[src/rtl/nec_ir_pkg.sv]
// ----------------------------------------------------------------------------
// nec_ir_pkg
// Types and constants shared by the infrared frame decoder.
// ----------------------------------------------------------------------------
package nec_ir_pkg;

   // frame layout: one ignored duration, leader mark, leader space, 32 pairs
   localparam int unsigned FrameDurations = 1 + 2 + 2 * 32;
   localparam int unsigned PosWidth       = 7;
   localparam int unsigned DurWidth       = 8;
   localparam int unsigned PeriodWidth    = 9;
   localparam int unsigned WordWidth      = 32;
   localparam int unsigned CsrIndexWidth  = 4;

   localparam logic [PosWidth-1:0] POS_LEADER_MARK  = PosWidth'(1);
   localparam logic [PosWidth-1:0] POS_LEADER_SPACE = PosWidth'(2);
   localparam logic [PosWidth-1:0] POS_FIRST_PAIR   = PosWidth'(3);
   localparam logic [PosWidth-1:0] POS_FRAME_DONE   = PosWidth'(FrameDurations);

   localparam logic [7:0] BYTE_ALL_ONES = 8'hff;

   // register reset values
   localparam logic [DurWidth-1:0]    LEADER_MARK_MIN_RST  = 8'd162;
   localparam logic [DurWidth-1:0]    LEADER_MARK_MAX_RST  = 8'd198;
   localparam logic [DurWidth-1:0]    LEADER_SPACE_MIN_RST = 8'd81;
   localparam logic [DurWidth-1:0]    LEADER_SPACE_MAX_RST = 8'd99;
   localparam logic [PeriodWidth-1:0] ZERO_PERIOD_MIN_RST  = 9'd20;
   localparam logic [PeriodWidth-1:0] ZERO_PERIOD_MAX_RST  = 9'd25;
   localparam logic [PeriodWidth-1:0] ONE_PERIOD_MIN_RST   = 9'd40;
   localparam logic [PeriodWidth-1:0] ONE_PERIOD_MAX_RST   = 9'd50;

   // register indexes
   localparam logic [CsrIndexWidth-1:0] CSR_LEADER_MARK_MIN  = 4'd0;
   localparam logic [CsrIndexWidth-1:0] CSR_LEADER_MARK_MAX  = 4'd1;
   localparam logic [CsrIndexWidth-1:0] CSR_LEADER_SPACE_MIN = 4'd2;
   localparam logic [CsrIndexWidth-1:0] CSR_LEADER_SPACE_MAX = 4'd3;
   localparam logic [CsrIndexWidth-1:0] CSR_ZERO_PERIOD_MIN  = 4'd4;
   localparam logic [CsrIndexWidth-1:0] CSR_ZERO_PERIOD_MAX  = 4'd5;
   localparam logic [CsrIndexWidth-1:0] CSR_ONE_PERIOD_MIN   = 4'd6;
   localparam logic [CsrIndexWidth-1:0] CSR_ONE_PERIOD_MAX   = 4'd7;

   typedef struct packed {
      logic [DurWidth-1:0] duration;
      logic                frame_end;
   } req_type;

   typedef struct packed {
      logic       frame_ok;
      logic [7:0] address_high;
      logic [7:0] address_low;
      logic [7:0] command_byte;
   } rsp_type;

endpackage

[src/rtl/nec_ir_frame_decoder.sv]
// ----------------------------------------------------------------------------
// nec_ir_frame_decoder
// Decodes one infrared remote frame from a stream of pulse and gap durations
// and reports address, command and a pass flag at the frame's last duration.
// ----------------------------------------------------------------------------
//
//   channel   direction  handshake             beat
//   req_*     in         req_valid/req_stall   one duration, frame end flag
//   rsp_*     out        rsp_valid/rsp_stall   one decoded frame result
//   csr_*     in         csr_valid/csr_ready   register index and write data
//
// One duration is taken per cycle unless req_stall is high; window checks
// and the pair sum sit between the frame state registers and a two-entry
// result queue, whose head or skid slot registers each frame-ending result.
// req_stall rises only while both result slots are full.
// Synchronous reset restores register defaults and starts a new frame.
// csr_ready is always high.
//
module nec_ir_frame_decoder (
   input  logic                                     clock,
   input  logic                                     reset,
   input  logic                                     req_valid,
   output logic                                     req_stall,
   input  nec_ir_pkg::req_type                      req_data,
   output logic                                     rsp_valid,
   input  logic                                     rsp_stall,
   output nec_ir_pkg::rsp_type                      rsp_data,
   input  logic                                     csr_valid,
   output logic                                     csr_ready,
   input  logic [nec_ir_pkg::CsrIndexWidth-1:0]     csr_index,
   input  logic [nec_ir_pkg::PeriodWidth-1:0]       csr_wdata
);

   // configuration registers
   logic [nec_ir_pkg::DurWidth-1:0]    leader_mark_min_ff, leader_mark_max_ff;
   logic [nec_ir_pkg::DurWidth-1:0]    leader_space_min_ff, leader_space_max_ff;
   logic [nec_ir_pkg::PeriodWidth-1:0] zero_period_min_ff, zero_period_max_ff;
   logic [nec_ir_pkg::PeriodWidth-1:0] one_period_min_ff, one_period_max_ff;

   // frame state
   logic [nec_ir_pkg::PosWidth-1:0]    position_count_ff, position_count_in;
   logic [nec_ir_pkg::DurWidth-1:0]    held_mark_ff, held_mark_in;
   logic [nec_ir_pkg::WordWidth-1:0]   bit_shift_ff, bit_shift_in;
   logic                               frame_failed_ff, frame_failed_in;

   // result queue: head drives the port, skid catches a result under stall
   logic                               head_valid_ff, head_valid_in;
   nec_ir_pkg::rsp_type                head_ff, head_in;
   logic                               skid_valid_ff, skid_valid_in;
   nec_ir_pkg::rsp_type                skid_ff, skid_in;

   logic                               req_accept;
   logic                               rsp_pop;
   logic                               rsp_push;
   logic [nec_ir_pkg::PeriodWidth-1:0] pair_sum;
   logic                               in_zero, in_one;
   logic                               word_ok;
   nec_ir_pkg::rsp_type                result;

   assign csr_ready  = 1'b1;
   assign req_stall  = skid_valid_ff;
   assign req_accept = req_valid && !req_stall;
   assign rsp_valid  = head_valid_ff;
   assign rsp_data   = head_ff;
   assign rsp_pop    = head_valid_ff && !rsp_stall;
   assign rsp_push   = req_accept && req_data.frame_end;

   // configuration writes
   always_ff @(posedge clock) begin
      if (reset) begin
         leader_mark_min_ff  <= nec_ir_pkg::LEADER_MARK_MIN_RST;
         leader_mark_max_ff  <= nec_ir_pkg::LEADER_MARK_MAX_RST;
         leader_space_min_ff <= nec_ir_pkg::LEADER_SPACE_MIN_RST;
         leader_space_max_ff <= nec_ir_pkg::LEADER_SPACE_MAX_RST;
         zero_period_min_ff  <= nec_ir_pkg::ZERO_PERIOD_MIN_RST;
         zero_period_max_ff  <= nec_ir_pkg::ZERO_PERIOD_MAX_RST;
         one_period_min_ff   <= nec_ir_pkg::ONE_PERIOD_MIN_RST;
         one_period_max_ff   <= nec_ir_pkg::ONE_PERIOD_MAX_RST;
      end else if (csr_valid && csr_ready) begin
         case (csr_index)
            nec_ir_pkg::CSR_LEADER_MARK_MIN:
               leader_mark_min_ff <= csr_wdata[nec_ir_pkg::DurWidth-1:0];
            nec_ir_pkg::CSR_LEADER_MARK_MAX:
               leader_mark_max_ff <= csr_wdata[nec_ir_pkg::DurWidth-1:0];
            nec_ir_pkg::CSR_LEADER_SPACE_MIN:
               leader_space_min_ff <= csr_wdata[nec_ir_pkg::DurWidth-1:0];
            nec_ir_pkg::CSR_LEADER_SPACE_MAX:
               leader_space_max_ff <= csr_wdata[nec_ir_pkg::DurWidth-1:0];
            nec_ir_pkg::CSR_ZERO_PERIOD_MIN: zero_period_min_ff <= csr_wdata;
            nec_ir_pkg::CSR_ZERO_PERIOD_MAX: zero_period_max_ff <= csr_wdata;
            nec_ir_pkg::CSR_ONE_PERIOD_MIN:  one_period_min_ff  <= csr_wdata;
            nec_ir_pkg::CSR_ONE_PERIOD_MAX:  one_period_max_ff  <= csr_wdata;
            default: ;
         endcase
      end
   end

   // pair sum and period windows
   assign pair_sum = {1'b0, held_mark_ff} + {1'b0, req_data.duration};
   assign in_zero  = (pair_sum >= zero_period_min_ff) && (pair_sum <= zero_period_max_ff);
   assign in_one   = (pair_sum >= one_period_min_ff) && (pair_sum <= one_period_max_ff);

   // frame state update for one duration
   always_comb begin
      position_count_in = position_count_ff;
      held_mark_in      = held_mark_ff;
      bit_shift_in      = bit_shift_ff;
      frame_failed_in   = frame_failed_ff;
      if (position_count_ff == nec_ir_pkg::POS_LEADER_MARK) begin
         if (req_data.duration < leader_mark_min_ff
             || req_data.duration > leader_mark_max_ff) begin
            frame_failed_in = 1'b1;
         end
      end else if (position_count_ff == nec_ir_pkg::POS_LEADER_SPACE) begin
         if (req_data.duration < leader_space_min_ff
             || req_data.duration > leader_space_max_ff) begin
            frame_failed_in = 1'b1;
         end
      end else if (position_count_ff >= nec_ir_pkg::POS_FIRST_PAIR
                   && position_count_ff < nec_ir_pkg::POS_FRAME_DONE) begin
         // pairs start at an odd position: odd holds the mark, even decodes
         if (position_count_ff[0]) begin
            held_mark_in = req_data.duration;
         end else begin
            bit_shift_in = {bit_shift_ff[nec_ir_pkg::WordWidth-2:0], !in_zero && in_one};
            if (!in_zero && !in_one) begin
               frame_failed_in = 1'b1;
            end
         end
      end
      if (position_count_ff < nec_ir_pkg::POS_FRAME_DONE) begin
         position_count_in = position_count_ff + nec_ir_pkg::PosWidth'(1);
      end
   end

   // result for a frame ending on this beat
   assign word_ok = !frame_failed_in
                    && position_count_in >= nec_ir_pkg::POS_FRAME_DONE
                    && ((bit_shift_in[15:8] ^ bit_shift_in[7:0]) == nec_ir_pkg::BYTE_ALL_ONES);

   always_comb begin
      result.frame_ok     = word_ok;
      result.address_high = word_ok ? bit_shift_in[31:24] : 8'd0;
      result.address_low  = word_ok ? bit_shift_in[23:16] : 8'd0;
      result.command_byte = word_ok ? bit_shift_in[15:8]  : 8'd0;
   end

   // frame state registers
   always_ff @(posedge clock) begin
      if (reset) begin
         position_count_ff <= '0;
         held_mark_ff      <= '0;
         bit_shift_ff      <= '0;
         frame_failed_ff   <= 1'b0;
      end else if (req_accept) begin
         if (req_data.frame_end) begin
            position_count_ff <= '0;
            held_mark_ff      <= '0;
            bit_shift_ff      <= '0;
            frame_failed_ff   <= 1'b0;
         end else begin
            position_count_ff <= position_count_in;
            held_mark_ff      <= held_mark_in;
            bit_shift_ff      <= bit_shift_in;
            frame_failed_ff   <= frame_failed_in;
         end
      end
   end

   // result queue next state
   always_comb begin
      head_valid_in = head_valid_ff;
      head_in       = head_ff;
      skid_valid_in = skid_valid_ff;
      skid_in       = skid_ff;
      if (rsp_pop) begin
         if (skid_valid_ff) begin
            head_in       = skid_ff;
            skid_valid_in = 1'b0;
         end else begin
            head_valid_in = rsp_push;
            head_in       = result;
         end
      end else if (rsp_push) begin
         if (head_valid_ff) begin
            skid_valid_in = 1'b1;
            skid_in       = result;
         end else begin
            head_valid_in = 1'b1;
            head_in       = result;
         end
      end
   end

   // result queue control
   always_ff @(posedge clock) begin
      if (reset) begin
         head_valid_ff <= 1'b0;
         skid_valid_ff <= 1'b0;
      end else begin
         head_valid_ff <= head_valid_in;
         skid_valid_ff <= skid_valid_in;
      end
   end

   // result queue payload
   always_ff @(posedge clock) begin
      head_ff <= head_in;
      skid_ff <= skid_in;
   end

endmodule
[config.mk]
export PLATFORM = sky130hd
export DESIGN_NAME = nec_ir_frame_decoder
export DESIGN_NICKNAME = d
export VERILOG_FILES = /design/src/rtl/nec_ir_pkg.sv /design/src/rtl/nec_ir_frame_decoder.sv
export SDC_FILE = /design/constraint.sdc
export NUM_CORES = 1
export LEC_CHECK = 0
export ABC_AREA = 1
export BUFFER_PORTS_ARGS = -buffer_cell sky130_fd_sc_hd__buf_2
export CORE_UTILIZATION = 55
export CTS_CLUSTER_SIZE = 30
export DETAILED_ROUTE_END_ITERATION = 10
export HOLD_SLACK_MARGIN = 0.15
export PLACE_DENSITY = 0.83
export REMOVE_ABC_BUFFERS = 1
export SLEW_MARGIN = 20
export SYNTH_ARGS = -nofsm -noshare
export SYNTH_HDL_FRONTEND = slang
export SYNTH_SLANG_ARGS = --single-unit
[constraint.sdc]
create_clock -name clock -period 3.7 [get_ports clock]
set_input_delay 0.37 -clock clock [delete_from_list [all_inputs] [get_ports clock]]
set_output_delay 0.37 -clock clock [all_outputs]
set_load 0.01 [all_outputs]
==> flow_metrics.py, run 1 <==
metrics = {
    "status": {
        "status": "finished with violations",
        "violations": "DRC, setup timing",
    },
    "clock_network": {
        "tritoncts": "built",
        "clock_sinks": 168,
        "cts.htree.levels": 4,
        "cts_inserted_buffers": 17,
        "clk_path_buf_depth": 2,
        "cts.clk_slew.worst_paths_ps": 80,
        "clkLatencyLatePin_ps": 430,
        "cts_hold_buf": 0,
        "cts-root-buf": "clkbuf_16",
    },
    "critical_path": {
        "end_kind": "flop",
        "reg2regPathDepth": 27,
        "worst-path-max-fanout": 5,
        "r2r-start": "held_mark_ff[2]",
        "r2r_setup_slack_ps": -110,
        "crit_path_end": "rsp_data[0]",
        "crit_type": "reg -> reg",
        "arrival_ps": 4120,
        "start_kind": "flop",
        "critPathLaunch": "held_mark_ff[2]",
        "required_ps": 4010,
        "r2r-end": "rsp_data[0]",
    },
    "final_layout": {
        "nets": 1391,
        "drive_above_1_share_pct": 15.94,
        "syn_to_final_growth_pct": 16.63,
        "final_cell_mix": "nand2_1, inv_1, a21oi_1, dfxtp_1, o21ai_0",
        "final_area_mm2": 0.01079,
        "post-route-util_pct": 65.31,
        "final_common_cell": "nand2_1",
    },
    "drt": {
        "wl_met2_um": 11470,
        "ant_nets": 0,
        "drtIter0Drc": 780,
        "top_layer": "met4",
        "via_per_inst": 5.603,
        "drt-total-wl_um": 23570,
        "drc": 2,
        "drt-met1-wl_um": 9687,
        "wl_met3_um": 1669,
        "firstDrtPassIters": 9,
        "vias": 8516,
        "wire_per_inst_um": 15.50,
    },
    "sta": {
        "setup_viol": 37,
        "period_needed_ps": 3806,
        "worst_slack_ps": -105.9,
        "fmax_mhz": 262.8,
        "fin_skew_ps": 11.96,
        "grt_setup_unrepaired": "true",
        "tightestPinTransition_ps": 790.2,
        "min_period_over_period_pct": 102.9,
        "whs_ps": 261.6,
        "relSlewSlack_pct": 46.99,
        "drv_slew": 0,
        "report.final.hold_viol_count": 0,
    },
    "synth": {
        "yosys_warnings": 0,
        "yosysTopAreaCell": "dfxtp_1",
        "syn_area_mm2": 0.009254,
        "synth_cells": 1221,
        "async_flop_share_pct": 0,
        "netlist_top_cells_area": "dfxtp_1, edfxtp_1, nand2_1, ha_1, a21oi_1",
        "synth-edff-count": 50,
        "synthDominantCellAreaShare_pct": 25.53,
        "synth.avg_cell_area_um2": 7.579,
        "synth_cell_types": 40,
        "ys_dominant_reg_cell": "dfxtp_1",
        "synth_seq_cells": 168,
        "ys_seq_area_share_pct": 41.75,
    },
    "global_route": {
        "grt-ovfl-total": 0,
        "grt_pass1_wl_um": 35830,
        "track_usage_pct": 25.47,
        "grt_max_degree": 64,
        "grt_pass1_vias": 7617,
        "antenna_found_initial": 1,
    },
    "place": {
        "dpl.hpwl_um": 14190,
        "numPortBuffers": 53,
        "place_area_mm2": 0.009817,
        "gp_congestion": 0.8361,
    },
    "hold_path": {
        "hold_start": "rsp_stall",
        "hold_path.class": "in -> reg",
    },
    "die": {
        "ios": 55,
        "dieWidth_um": 131.7,
        "start_util_pct": 56.00,
        "core_area_mm2": 0.01652,
        "dieArea_mm2": 0.01735,
        "chipHeight_um": 131.7,
        "rows": 47,
    },
    "pwr": {
        "pwr_density_cell_mw_per_mm2": 383.8,
        "vdd_drop_max_uv": 312.9,
        "power.leakage_nw": 4.709,
    },
    "run": {
        "maxCapViolations": 0,
    },
}
## registers in the layout (all words and copies together), names as in the netlist, 7 cells and up
name and count:
bit_shift_ff 32, held_mark_ff 8, leader_mark_max_ff 8, leader_mark_min_ff 8, leader_space_max_ff 8, leader_space_min_ff 8, one_period_max_ff 9, one_period_min_ff 9
position_count_ff 7, rsp_data 25, skid_ff 25, zero_period_max_ff 9, zero_period_min_ff 9
## critical path, cell delays in order (launching register included)
cell and delay (ps):
dfxtp_1 320, ha_1 320, a21oi_1 160, nand2_1 80, a21oi_1 170, o21bai_1 110
nand2_1 70, nand2_1 50, a21oi_1 150, xor2_1 160, buf_4 160, ha_1 250
nand2_2 120, a21oi_1 60, nor2_2 100, nand3_1 90, nand2_1 90, nand2_2 70
inv_2 70, nand3_4 80, nand2_2 100, nand2_2 60, nand2_2 90, nand3_2 80
nor2_4 280, clkbuf_16 220, nand4_1 80, nand2_1 80
## metrics by stage
stage,power [mW],std cells,setup TNS (ps),setup slack [ps]
floorplan,2.174,1175,-18510,-699.8
global placement,2.302,1476,-4428,-210.6
detailed placement,2.314,1476,-10030,-328.0
CTS,4.114,1508,0,16.68
global route,4.263,1519,-10250,-284.9
finish,4.142,1520,-2037,-105.9
## worst min path at each step
stage                        endpoint  slack [ps]  depth (start not counted)
2_1_floorplan   leader_mark_min_ff[0]         430                          2
3_3_place_gp    leader_mark_min_ff[0]         440                          2
3_5_place_dp   leader_space_min_ff[0]         450                          2
4_1_cts               held_mark_ff[7]         260                          3
5_1_grt               held_mark_ff[7]         290                          3
6_report                    rsp_valid         260                          3
## what timing repair did
item                       CTS  global route
resized for setup            5            44
setup buffers                0             6
pin swaps                    0            23
setup endpoints to repair   50            50
cloned                       0             5
## cell families after synthesis
group	count (synthesis)	share of synthesized area (%)
simple gates	495	22.82
compound gates	257	14.60
buf+inv	213	9.302
flops	168	41.75
fa+ha+maj	78	10.63
xor+xnor	9	0.8519
other cells	1	0.04052
## layer usage
metal	track usage, %	vias up
met5	0	-
met4	10.01	0
met3	3.742	69
met2	43.86	372
met1	32.11	3947
li1	-	4128
## cells in the mapped netlist, types with 16 or more instances
library cell  instances
dfxtp_1             118
nand4_1              28
o21ai_0              91
nor2_2               21
ha_1                 77
edfxtp_1             50
nor2_1               66
inv_1               163
nand3_1              35
clkbuf_1             33
or2_2                16
a21oi_1             137
nand2_1             316
## area by class of cell
type	instances	area [µm²]
antenna	1	2.502
clock buffer	17	425.4
clock inverter	15	181.4
fill	1273	5732
inverter	167	626.9
multi-input combinational	840	4736
sequential	168	3865
tap	220	275.3
timing repair buffer	92	680.7
## power breakdown
group	leakage (nW)	switching (mW)	internal, mW	total, mW
Clock	0.299	0.859	0.973	1.83
Combinational	3.03	0.250	0.121	0.371
Sequential	1.37	0.0139	1.92	1.94
Total	4.71	1.12	3.02	4.14
(Power assumes the default switching activity.)
==> run 2: changes to the inputs <==
--- a/config.mk
+++ b/config.mk
@@ -7,6 +7,7 @@
 export LEC_CHECK = 0
 export ABC_AREA = 1
 export BUFFER_PORTS_ARGS = -buffer_cell sky130_fd_sc_hd__buf_2
+export CORE_ASPECT_RATIO = 0.8
 export CORE_UTILIZATION = 55
 export CTS_CLUSTER_SIZE = 30
 export DETAILED_ROUTE_END_ITERATION = 10
==> run 2 against run 1 <==
The flow finishes with violations (setup timing). Total power down 0.60%. Register-to-register slack better by 60 ps. Sequential share of layout area up 0.16 points. Cell count about the same. Setup slack better by 60 ps. Critical path depth down 3. Via count down 0.68%. Critical path type unchanged. Largest cell class unchanged. Highest routed layer is now met5.
==> flow_metrics.py, run 2 (synthesis results as in run 1) <==
metrics = {
    "global_route": {
        "track_usage_pct": 26.72,
        "grt-ovfl-total": 0,
        "grt_pass1_wl_um": 36890,
        "grt_max_degree": 64,
        "antenna_found_initial": 1,
        "grt_pass1_vias": 7635,
    },
    "sta": {
        "whs_ps": 277.6,
        "period_needed_ps": 3746,
        "grt_setup_unrepaired": "true",
        "fin_skew_ps": 15.84,
        "tns_ps": -496.8,
        "setup_viol": 21,
        "min_period_over_period_pct": 101.2,
        "fmax_mhz": 267.0,
        "tightestPinTransition_ps": 766.7,
        "drv_slew": 0,
        "report.final.hold_viol_count": 0,
        "relSlewSlack_pct": 48.57,
        "worst_slack_ps": -45.54,
    },
    "critical_path": {
        "reg2regPathDepth": 24,
        "path_buf_inv": 5,
        "arrival_ps": 4050,
        "r2r_setup_slack_ps": -50,
        "worst-path-max-fanout": 7,
        "start_kind": "flop",
        "crit_family": "simple AND/OR/NAND/NOR gates",
        "required_ps": 4010,
        "cpPeakStageDelay_ps": 380,
        "r2r-end": "rsp_data[8]",
        "r2r-start": "held_mark_ff[0]",
        "crit_path_top_delay_cell": "fa_2",
        "worstPathCellList": "ha_4 > inv_2 > fa_2 > o21ai_4 > a21oi_2 > o21ai_2 > buf_4 > xnor2_2 > inv_2 > ha_4 > a21oi_2 > nor2_1 > nor3_1 > nand2_1 > nand2_2 > inv_1 > nand3_2 > nand3_1 > nand2_2 > nand3_2 > nor2_4 > buf_12 > nand4_1 > nand2_1",
        "end_kind": "flop",
        "crit_type": "reg -> reg",
    },
    "die": {
        "core_area_mm2": 0.01650,
        "start_util_pct": 56.08,
        "dieWidth_um": 147.0,
        "chipHeight_um": 118.0,
        "rows": 42,
        "ios": 55,
        "dieArea_mm2": 0.01735,
    },
    "run": {
        "maxCapViolations": 0,
    },
    "place": {
        "pre_cts_ws_ps": -365.2,
        "numPortBuffers": 53,
        "dpl.hpwl_um": 14870,
        "gp_congestion": 0.8700,
        "placed_cells": 1480,
        "place_area_mm2": 0.009847,
    },
    "final_layout": {
        "fillers": 1297,
        "post-route-util_pct": 65.12,
        "largest_reg_flops": 32,
        "drive_above_1_share_pct": 15.86,
        "nets": 1391,
        "largest_register": "bit_shift_ff",
        "diodes": 0,
        "syn_to_final_growth_pct": 16.12,
        "final_cells": 1519,
        "final_common_cell": "nand2_1",
        "final_cell_mix": "nand2_1, inv_1, a21oi_1, dfxtp_1, o21ai_0",
        "final_area_mm2": 0.01075,
    },
    "status": {
        "status": "finished with violations",
        "violations": "setup timing",
    },
    "pwr": {
        "pwr_density_cell_mw_per_mm2": 383.1,
        "power.leakage_nw": 4.677,
        "vdd_drop_max_uv": 320.6,
        "power_mw": 4.117,
    },
    "hold_path": {
        "hold_start": "csr_wdata[8]",
        "whs_path_depth": 3,
        "whs_endpoint": "zero_period_min_ff[8]",
        "hold_path.class": "in -> reg",
    },
    "drt": {
        "drtIter0Drc": 814,
        "wire_per_inst_um": 15.44,
        "ant_nets": 0,
        "via_per_inst": 5.568,
        "drc": 0,
        "vias": 8458,
        "drt-total-wl_um": 23460,
        "firstDrtPassIters": 7,
    },
    "clock_network": {
        "cts.clk_slew.worst_paths_ps": 80,
        "cts-root-buf": "clkbuf_16",
        "clock_sinks": 168,
        "cts_inserted_buffers": 17,
        "clk_path_buf_depth": 2,
        "cts.htree.levels": 4,
        "clkLatencyLatePin_ps": 440,
        "tritoncts": "built",
    },
}
-- run 2: changes by cell type in the layout (fill, tap and decap cells not counted), moves of 4 or more --
cell     change
a21oi_2      +6
nor2_4       -4
buf_4        +5
a21oi_1      -5
nor2_1       +4
-- run 2: final cells by class --
class	count	area (µm²)	area share (%)
clock buffer	18	439.2	4.087
multi-input combinational	840	4731	44.03
inverter	167	626.9	5.834
timing repair buffer	92	634.4	5.904
sequential	168	3865	35.97
tap	220	275.3	2.562
clock inverter	14	173.9	1.619
-- run 2: routing by layer --
layer	up-vias	global-route usage (%)	wire length [µm]
met3	61	5.814	1768
li1	4130	-	-
met5	-	0	11
met4	2	10.18	604
met1	3927	35.23	10270
met2	338	42.83	10810
-- run 2: worst register-to-register path, stage by stage, from the launching register on --
cell and delay [ps]:
dfxtp_2 350, ha_4 140, inv_2 40, fa_2 390, o21ai_4 190, a21oi_2 80, o21ai_2 140, buf_4 140
xnor2_2 100, inv_2 120, ha_4 240, a21oi_2 150, nor2_1 60, nor3_1 210, nand2_1 110, nand2_2 90
inv_1 50, nand3_2 80, nand3_1 100, nand2_2 110, nand3_2 80, nor2_4 250, buf_12 170, nand4_1 100
nand2_1 110
-- run 2: power by group --
part / internal (mW) / switching [mW]
registers: 1.92 / 0.0128
logic: 0.124 / 0.248
clock network: 0.932 / 0.875
-- run 2: what timing repair did --
action | CTS | global route
setup endpoints to repair | 49 | 49
hold buffers | 0 | 0
buffers inserted | 0 | 4
pin swaps | 2 | 20
endpoints found under the hold margin | 0 | 0
gates cloned | 0 | 3
resized for setup | 6 | 33
-- run 2: how the worst max path moves through the flow --
stage	cells past startpoint	endpoint	slack [ps]	startpoint
3_3_place_gp	26	rsp_data[24]	-170	req_data[1]
5_1_grt	25	rsp_data[0]	-230	held_mark_ff[2]
4_1_cts	25	rsp_data[8]	10	held_mark_ff[0]
3_5_place_dp	26	rsp_data[24]	-370	req_data[1]
6_report	24	rsp_data[8]	-50	held_mark_ff[0]
2_1_floorplan	19	skid_ff[0]	-700	req_data[1]
